[src/rtl/ecfr_pkg.sv]
package ecfr_pkg;

   // Default sizes
   localparam int MAX_PAYLOAD_DEFAULT  = 256;
   localparam int RAW_DEPTH_DEFAULT    = 512;
   localparam int DECODE_DEPTH_DEFAULT = 512;

   // Frame layout
   localparam int HDR_LEN   = 9;
   localparam int CRC_LEN   = 4;
   localparam int MIN_FRAME = HDR_LEN + CRC_LEN;

   // CRC-32, reflected
   localparam logic [31:0] CRC_POLY = 32'hEDB88320;
   localparam logic [31:0] CRC_INIT = 32'hFFFFFFFF;

   // COBS code for a full block without a trailing zero
   localparam logic [7:0] COBS_LONG = 8'hFF;

   // Register indexes
   localparam logic [1:0] CSR_MARKER = 2'd0;
   localparam logic [1:0] CSR_ESCAPE = 2'd1;
   localparam logic [1:0] CSR_XOR    = 2'd2;

   localparam logic [7:0] MARKER_RESET = 8'd126;
   localparam logic [7:0] ESCAPE_RESET = 8'd125;
   localparam logic [7:0] XOR_RESET    = 8'd32;

   // Request functions and result kinds
   localparam logic FUNC_PUSH   = 1'b0;
   localparam logic FUNC_READ   = 1'b1;
   localparam logic KIND_REPORT = 1'b0;
   localparam logic KIND_READ   = 1'b1;

   // Report status codes
   localparam logic [2:0] ST_OK     = 3'd0;
   localparam logic [2:0] ST_COBS   = 3'd1;
   localparam logic [2:0] ST_SHORT  = 3'd2;
   localparam logic [2:0] ST_LENGTH = 3'd3;
   localparam logic [2:0] ST_CRC    = 3'd4;

   typedef struct packed {
      logic       func;
      logic [7:0] wire_byte;
      logic [7:0] read_index;
   } req_type;

   typedef struct packed {
      logic        kind;
      logic [2:0]  status;
      logic [7:0]  frame_type;
      logic [7:0]  xfer_id;
      logic [7:0]  frame_flags;
      logic [31:0] sequence_res;
      logic [8:0]  payload_length;
      logic [7:0]  read_data;
   } rsp_type;

   typedef struct packed {
      logic frame_open;
      logic store;
      logic store_xor;
      logic drop;
      logic dec_start;
      logic raw_rd;
      logic dec_use;
      logic dec_zero;
      logic report;
      logic read_issue;
      logic read_load;
   } cmd_type;

   typedef struct packed {
      logic func;
      logic is_marker;
      logic is_escape;
      logic raw_empty;
      logic raw_full;
      logic dec_done;
      logic use_err;
      logic use_zero;
      logic zero_err;
      logic out_free;
   } sts_type;

   // Advance the CRC by one byte, LSB first
   function automatic logic [31:0] crc32_byte(input logic [31:0] crc, input logic [7:0] data);
      logic [31:0] c;
      c = crc ^ {24'd0, data};
      for (int b = 0; b < 8; b++) begin
         c = c[0] ? ((c >> 1) ^ CRC_POLY) : (c >> 1);
      end
      return c;
   endfunction

endpackage

[src/rtl/ecfr_ctrl.sv]
module ecfr_ctrl (
   input  logic              clock,
   input  logic              reset,
   input  logic              req_valid,
   output logic              req_ready,
   input  ecfr_pkg::sts_type sts,
   output ecfr_pkg::cmd_type cmd
);
   import ecfr_pkg::*;

   localparam logic [2:0] S_ACCEPT   = 3'd0;
   localparam logic [2:0] S_RAW_RD   = 3'd1;
   localparam logic [2:0] S_RAW_USE  = 3'd2;
   localparam logic [2:0] S_ZERO     = 3'd3;
   localparam logic [2:0] S_REPORT   = 3'd4;
   localparam logic [2:0] S_READ_OUT = 3'd5;

   localparam logic [1:0] MODE_IDLE  = 2'd0;
   localparam logic [1:0] MODE_FRAME = 2'd1;
   localparam logic [1:0] MODE_ESC   = 2'd2;

   logic [2:0] state_ff, state_in;
   logic [1:0] mode_ff, mode_in;

   assign req_ready = (state_ff == S_ACCEPT);

   // Sequence requests and the end-of-frame decode walk
   always_comb begin
      state_in = state_ff;
      mode_in  = mode_ff;
      cmd      = '0;
      unique case (state_ff)
         S_ACCEPT: begin
            if (req_valid) begin
               if (sts.func == FUNC_READ) begin
                  cmd.read_issue = 1'b1;
                  state_in       = S_READ_OUT;
               end else begin
                  unique case (mode_ff)
                     MODE_IDLE: begin
                        if (sts.is_marker) begin
                           cmd.frame_open = 1'b1;
                           mode_in        = MODE_FRAME;
                        end
                     end
                     MODE_FRAME: begin
                        if (sts.is_marker) begin
                           if (!sts.raw_empty) begin
                              cmd.dec_start = 1'b1;
                              mode_in       = MODE_IDLE;
                              state_in      = S_RAW_RD;
                           end
                        end else if (sts.is_escape) begin
                           mode_in = MODE_ESC;
                        end else if (sts.raw_full) begin
                           cmd.drop = 1'b1;
                           mode_in  = MODE_IDLE;
                        end else begin
                           cmd.store = 1'b1;
                        end
                     end
                     MODE_ESC: begin
                        if (sts.raw_full) begin
                           cmd.drop = 1'b1;
                           mode_in  = MODE_IDLE;
                        end else begin
                           cmd.store     = 1'b1;
                           cmd.store_xor = 1'b1;
                           mode_in       = MODE_FRAME;
                        end
                     end
                     default: begin
                        mode_in = MODE_IDLE;
                     end
                  endcase
               end
            end
         end
         S_RAW_RD: begin
            if (sts.dec_done) begin
               state_in = S_REPORT;
            end else begin
               cmd.raw_rd = 1'b1;
               state_in   = S_RAW_USE;
            end
         end
         S_RAW_USE: begin
            cmd.dec_use = 1'b1;
            if (sts.use_err) begin
               state_in = S_REPORT;
            end else if (sts.use_zero) begin
               state_in = S_ZERO;
            end else begin
               state_in = S_RAW_RD;
            end
         end
         S_ZERO: begin
            cmd.dec_zero = 1'b1;
            state_in     = sts.zero_err ? S_REPORT : S_RAW_RD;
         end
         S_REPORT: begin
            if (sts.out_free) begin
               cmd.report = 1'b1;
               state_in   = S_ACCEPT;
            end
         end
         S_READ_OUT: begin
            if (sts.out_free) begin
               cmd.read_load = 1'b1;
               state_in      = S_ACCEPT;
            end
         end
         default: begin
            state_in = S_ACCEPT;
         end
      endcase
   end

   always_ff @(posedge clock) begin
      if (reset) begin
         state_ff <= S_ACCEPT;
         mode_ff  <= MODE_IDLE;
      end else begin
         state_ff <= state_in;
         mode_ff  <= mode_in;
      end
   end

endmodule

[config.mk]
export PLATFORM = sky130hd
export DESIGN_NAME = ecfr_ctrl
export DESIGN_NICKNAME = d
export VERILOG_FILES = /design/src/rtl/ecfr_pkg.sv /design/src/rtl/ecfr_ctrl.sv
export SDC_FILE = /design/constraint.sdc
export NUM_CORES = 1
export LEC_CHECK = 0
export BUFFER_PORTS_ARGS = -buffer_cell sky130_fd_sc_hd__buf_4
export CAP_MARGIN = 20
export CORE_ASPECT_RATIO = 1.1
export CORE_UTILIZATION = 30
export DETAILED_ROUTE_END_ITERATION = 12
export PLACE_DENSITY = 0.54
export SKIP_CTS_REPAIR_TIMING = 1
export SYNTH_ARGS = -nofsm -noshare
export SYNTH_HDL_FRONTEND = slang
export SYNTH_SLANG_ARGS = --single-unit
[constraint.sdc]
create_clock -name clock -period 1.65 [get_ports clock]
set_clock_uncertainty 0.05 [all_clocks]
set_input_delay 0.495 -clock clock [delete_from_list [all_inputs] [get_ports clock]]
set_output_delay 0.495 -clock clock [all_outputs]
set_load 0.02 [all_outputs]
Word level (Yosys, flattened, before mapping)
Index checks and enable logic that the tools add are counted.
{"block": "op_classes", "eq_ne": 15, "n_mux": 46, "n_bitwise": 1, "reduce_logical": 5}
{"operator": "two-way mux 3 bit", "n": 9}
{"operator": "two-way mux 1 bit", "n": 23}
{"operator": "two-way mux 5 bit", "n": 3}
{"operator": "one-hot mux 3 bit (5 select lines)", "n": 1}
{"operator": "two-way mux 2 bit", "n": 7}
{"operator": "== test 3 x 2 -> 1 bit (second input constant)", "n": 2}
{"operator": "== test 3 bit (second input constant)", "n": 2}
{"operator": "!= test 3 x 1 -> 1 bit (second input constant)", "n": 2}
{"operator": "one-hot mux 2 bit (3 select lines)", "n": 1}
{"operator": "AND reduction 6 bit", "n": 1}
{"operator": "AND reduction 5 bit", "n": 1}
{"operator": "!= test 2 bit (second input constant)", "n": 2}
{"operator": "!= test 4 bit (second input constant)", "n": 1}
{"operator": "one-hot mux 1 bit (2 select lines)", "n": 2}
{"operator": "== test 3 x 1 -> 1 bit (second input constant)", "n": 1}
{"operator": "logical NOT 3 bit", "n": 1}
{"operator": "!= test 3 x 2 -> 1 bit (second input constant)", "n": 1}
{"operator": "!= test 3 bit (second input constant)", "n": 1}
{"operator": "== test 2 x 1 -> 1 bit (second input constant)", "n": 1}
{"operator": "== test 2 bit (second input constant)", "n": 1}
{"operator": "logical NOT 2 bit", "n": 1}
{"operator": "!= test 2 x 1 -> 1 bit (second input constant)", "n": 1}
{"operator": "OR reduction 2 bit", "n": 1}
{"operator": "NOT 1 bit", "n": 1}
{"block": "totals", "ff_bits": 5, "output_inout_bits": 12, "elab_cells": 69}

Longest topological paths before layout
{"block": "depth", "word_depth": 7, "mapped_depth": 6, "depth_no_buf": 6}

Least setup slack after synthesis
OpenSTA, ideal clock, no wires.
{"block": "synth_path", "kind": "flip-flop to output port", "start": "register state_ff[1]", "end": "output cmd[8] in the netlist's numbering", "arrival_ns": 1.392, "required_ns": 1.105, "setup_slack_ns": -0.287, "path_stages_with_launch": 4, "path_cell_list": "dfxtp_1 > nor3_4 > nand3b_1 > nor3b_1"}
{"element": "start: declaration", "line": "ecfr_ctrl.sv:22", "source": "logic [2:0] state_ff, state_in;"}
{"element": "start signal: assignment", "line": "ecfr_ctrl.sv:124", "source": "state_ff <= state_in;"}
{"element": "end: declaration", "line": "ecfr_ctrl.sv:7", "source": "output ecfr_pkg::cmd_type cmd"}

==> run_results.csv <==
group,metric,value,unit
run_status,run_status,"complete, but fails checks",
run_status,violations,"negative setup slack",
timing,setup_violations,9,
clock_network,tritoncts,"built",
floorplan,io_pins,25,
global_route,grt.busiest_layer,"met2",
timing,max_freq,530,MHz
place,port-buffer-count,24,
final_layout,antenna_cells,0,
clock_network,clock_sinks,5,
final_layout,final_cells,122,
clock_network,cts_made_buffers,3,
final_layout,area_growth,90.5,%
power_and_ir_drop,p_clk_share,28.1,%
clock_network,clk_latency,240,ps
setup_path,critPathMaxFanout,4,
power_and_ir_drop,p_int,0.344,mW
hold_path,min_from,"reset",
setup_path,crit_arrival,1340,ps
logic_synthesis,ys.flop_type,"dfxtp_1",
setup_path,required,1100,ps
hold_path,whs_path_depth,2,
drt,firstDrtPassIters,4,
drt,drcViolationCount,0,
run,max_cap_violations,0,
setup_path,r2r_slack,120,ps
logic_synthesis,synth-edff-count,0,
power_and_ir_drop,swShare,31.1,%
clock_network,cts_buffer_depth,2,
drt,wl,1430,µm
final_layout,nets,124,
logic_synthesis,yosys.cell_count.top_type,"nor2_1",
setup_path,cpMaxStageDelayCell,"dfxtp_2",
drt,post_drt_via_cell_ratio,4.88,
clock_network,cts.reportedPaths.clkPinSlew,40,ps
setup_path,r2r.worst_path.cells,7,
power_and_ir_drop,pwr-share-seq,27.5,%
logic_synthesis,syn-cell-area,524,µm²
global_route,gr-usage-met3,2.78,%
hold_path,whs_endpoint,"state_ff[2]$_SDFFE_PP0P_",
final_layout,fill_cells,155,
timing,hold_violations,0,
logic_synthesis,synthesis.nets,79,
timing,holdWs,396,ps
logic_synthesis,avgSynthCellArea,8.59,µm²
global_route,use_met2,20.6,%
setup_path,critPathKind,"reg2out",
logic_synthesis,synthTopCellsByArea,"dfxtp_1 19%, ha_1 12%, nor3b_1 5.7%",
hold_path,worstHoldPathType,"in2reg",
power_and_ir_drop,combPwrFrac,44.5,%
place,hpwl,1120,µm
logic_synthesis,synth_top_area_share,19.1,%
timing,tightest_slew,241,ps
logic_synthesis,synth-seq-cells,5,
logic_synthesis,synth_cells,61,
logic_synthesis,synth_warnings,0,
global_route,grt_usage,14.3,%
logic_synthesis,ys_top_cells_by_count,"6 x nor2_1, 5 x dfxtp_1, 5 x ha_1, 5 x inv_1",
place,routabilityCongestion,0.732,
power_and_ir_drop,ir_drop,480,µV
logic_synthesis,synth.distinct_cells,29,
drt,drt_iter0_drc,8,
power_and_ir_drop,power_density,501,nW/µm²
clock_network,clock-root-buffer,"clkbuf_4",
logic_synthesis,seq_area_frac_synth,19.1,%
setup_path,max_stage_delay,330,ps
power_and_ir_drop,finalPower,0.500,mW
logic_synthesis,synth_top_area_cell,"dfxtp_1",
floorplan,rows,15,
floorplan,fp.dieH,45.8,µm
global_route,antenna_found_initial,0,
final_layout,drive_above_1_share,63.8,%
global_route,grt_pass1_wl,2100,µm
floorplan,start_util,32.9,%
timing,fin_crit_sh,114,%
timing,fin_crit,1890,ps
setup_path,r2r-start,"mode_ff[1]$_SDFFE_PP0P_",
power_and_ir_drop,leakagePower,0.441,nW
place,dp_cells,115,
drt,wire_per_inst,11.7,µm
setup_path,r2r-end,"mode_ff[1]$_SDFFE_PP0P_",
drt,dr_total_vias,595,
logic_synthesis,async_flop_share,0,%
global_route,grtUsageMet1,20.1,%
global_route,grt_overflow,0,
clock_network,h-tree-depth,1,
global_route,grt_pass1_vias,495,
global_route,grt_max_degree,12,
timing,max-slew-margin-rel,83.7,%
timing,rsz0062_at_grt,"yes",
power_and_ir_drop,p_sw,0.155,mW
setup_path,crit_chain,"nor3_4 -> and3b_4 -> and4b_2 -> buf_6",
setup_path,end_kind,"output pin",
floorplan,coreArea,1600,µm²
setup_path,cp-start-kind,"flip-flop",
floorplan,die-area,1920,µm²
floorplan,die_w,41.9,µm
timing,final-max-slew-violation-count,0,
timing,setup_ws,-236,ps
drt,ant_nets,0,
registers in the layout (all words and copies together), names as in the netlist:
name	cells
mode_ff	2
state_ff	3
worst max-delay path by stage:
stage | start | endpoint | slack, ps | depth (start not counted)
global placement | sts[9] | cmd[6] | -170 | 4
CTS | mode_ff[0]$_SDFFE_PP0P_ | cmd[9] | -380 | 5
finish | state_ff[2]$_SDFFE_PP0P_ | cmd[6] | -240 | 4
detailed placement | sts[9] | cmd[6] | -170 | 4
floorplan | state_ff[2]$_SDFFE_PP0P_ | cmd[8] | -140 | 3
global route | state_ff[2]$_SDFFE_PP0P_ | cmd[8] | -330 | 4
cell usage in the layout, fill, tap and decap left out, types with 2 or more instances in the layout:
cell type	synthesis	routed
nor3b_2	0	3
inv_1	5	4
a21oi_1	2	2
nor3_4	1	3
and3_4	0	3
clkbuf_4	0	3
ha_1	5	3
nand3b_1	2	2
buf_4	0	31
ha_2	0	2
o21ai_0	3	2
nor2b_1	2	2
nor2_1	6	6
buf_6	0	10
nand2_1	3	3
dfxtp_2	0	3
nor3_1	4	2
power groups by stage:
| stage | sequential (mW) | combinational (mW) | clock [mW] |
|---|---|---|---|
| finish | 0.137 | 0.222 | 0.140 |
| global route | 0.138 | 0.240 | 0.158 |
| CTS | 0.137 | 0.187 | 0.144 |
| detailed placement | 0.139 | 0.186 | 0 |
| global placement | 0.139 | 0.186 | 0 |
| floorplan | 0.141 | 0.0907 | 0 |
kinds of logic after synthesis:
family / after synthesis / synth area share (%)
mux: 2 / 6.92
compound gates: 11 / 18.1
flops: 5 / 19.1
fa+ha+maj: 5 / 11.9
simple gates: 32 / 39.4
buf+inv: 6 / 4.53
worst max-delay path: cells and delay by family, from the launching register on:
kind / cells / cell delay, ps
buffers and inverters: 1 / 110
and+or+nand+nor: 3 / 660
DFF: 1 / 330
stage by stage:
| step | setup TNS, ps | cell area, µm² | setup slack (ps) | util (%) |
|---|---|---|---|---|
| floorplan | -494 | 556 | -137 | - |
| global placement | -648 | 857 | -166 | 53.7 |
| CTS | -2160 | 883 | -376 | 55.4 |
| detailed placement | -676 | 857 | -174 | 53.7 |
| finish | -1390 | 998 | -236 | 62.6 |
| global route | -2300 | 998 | -332 | 62.6 |
per-layer routing:
metal,up-vias,part of all wire (%)
met4,0,0
li1,314,-
met2,9,50
met3,0,2.1
met1,272,48
met5,-,0
final cells by class:
class	count	area (µm²)	area share [%]
flip-flops and latches	5	108	10.8
well taps	17	21.3	2.13
repair buffers	41	345	34.6
inverters	5	18.8	1.88
multi-input cells	50	479	48.0
clock buffers	4	26.3	2.63
Note: power is estimated with default switching activity, not from simulation.
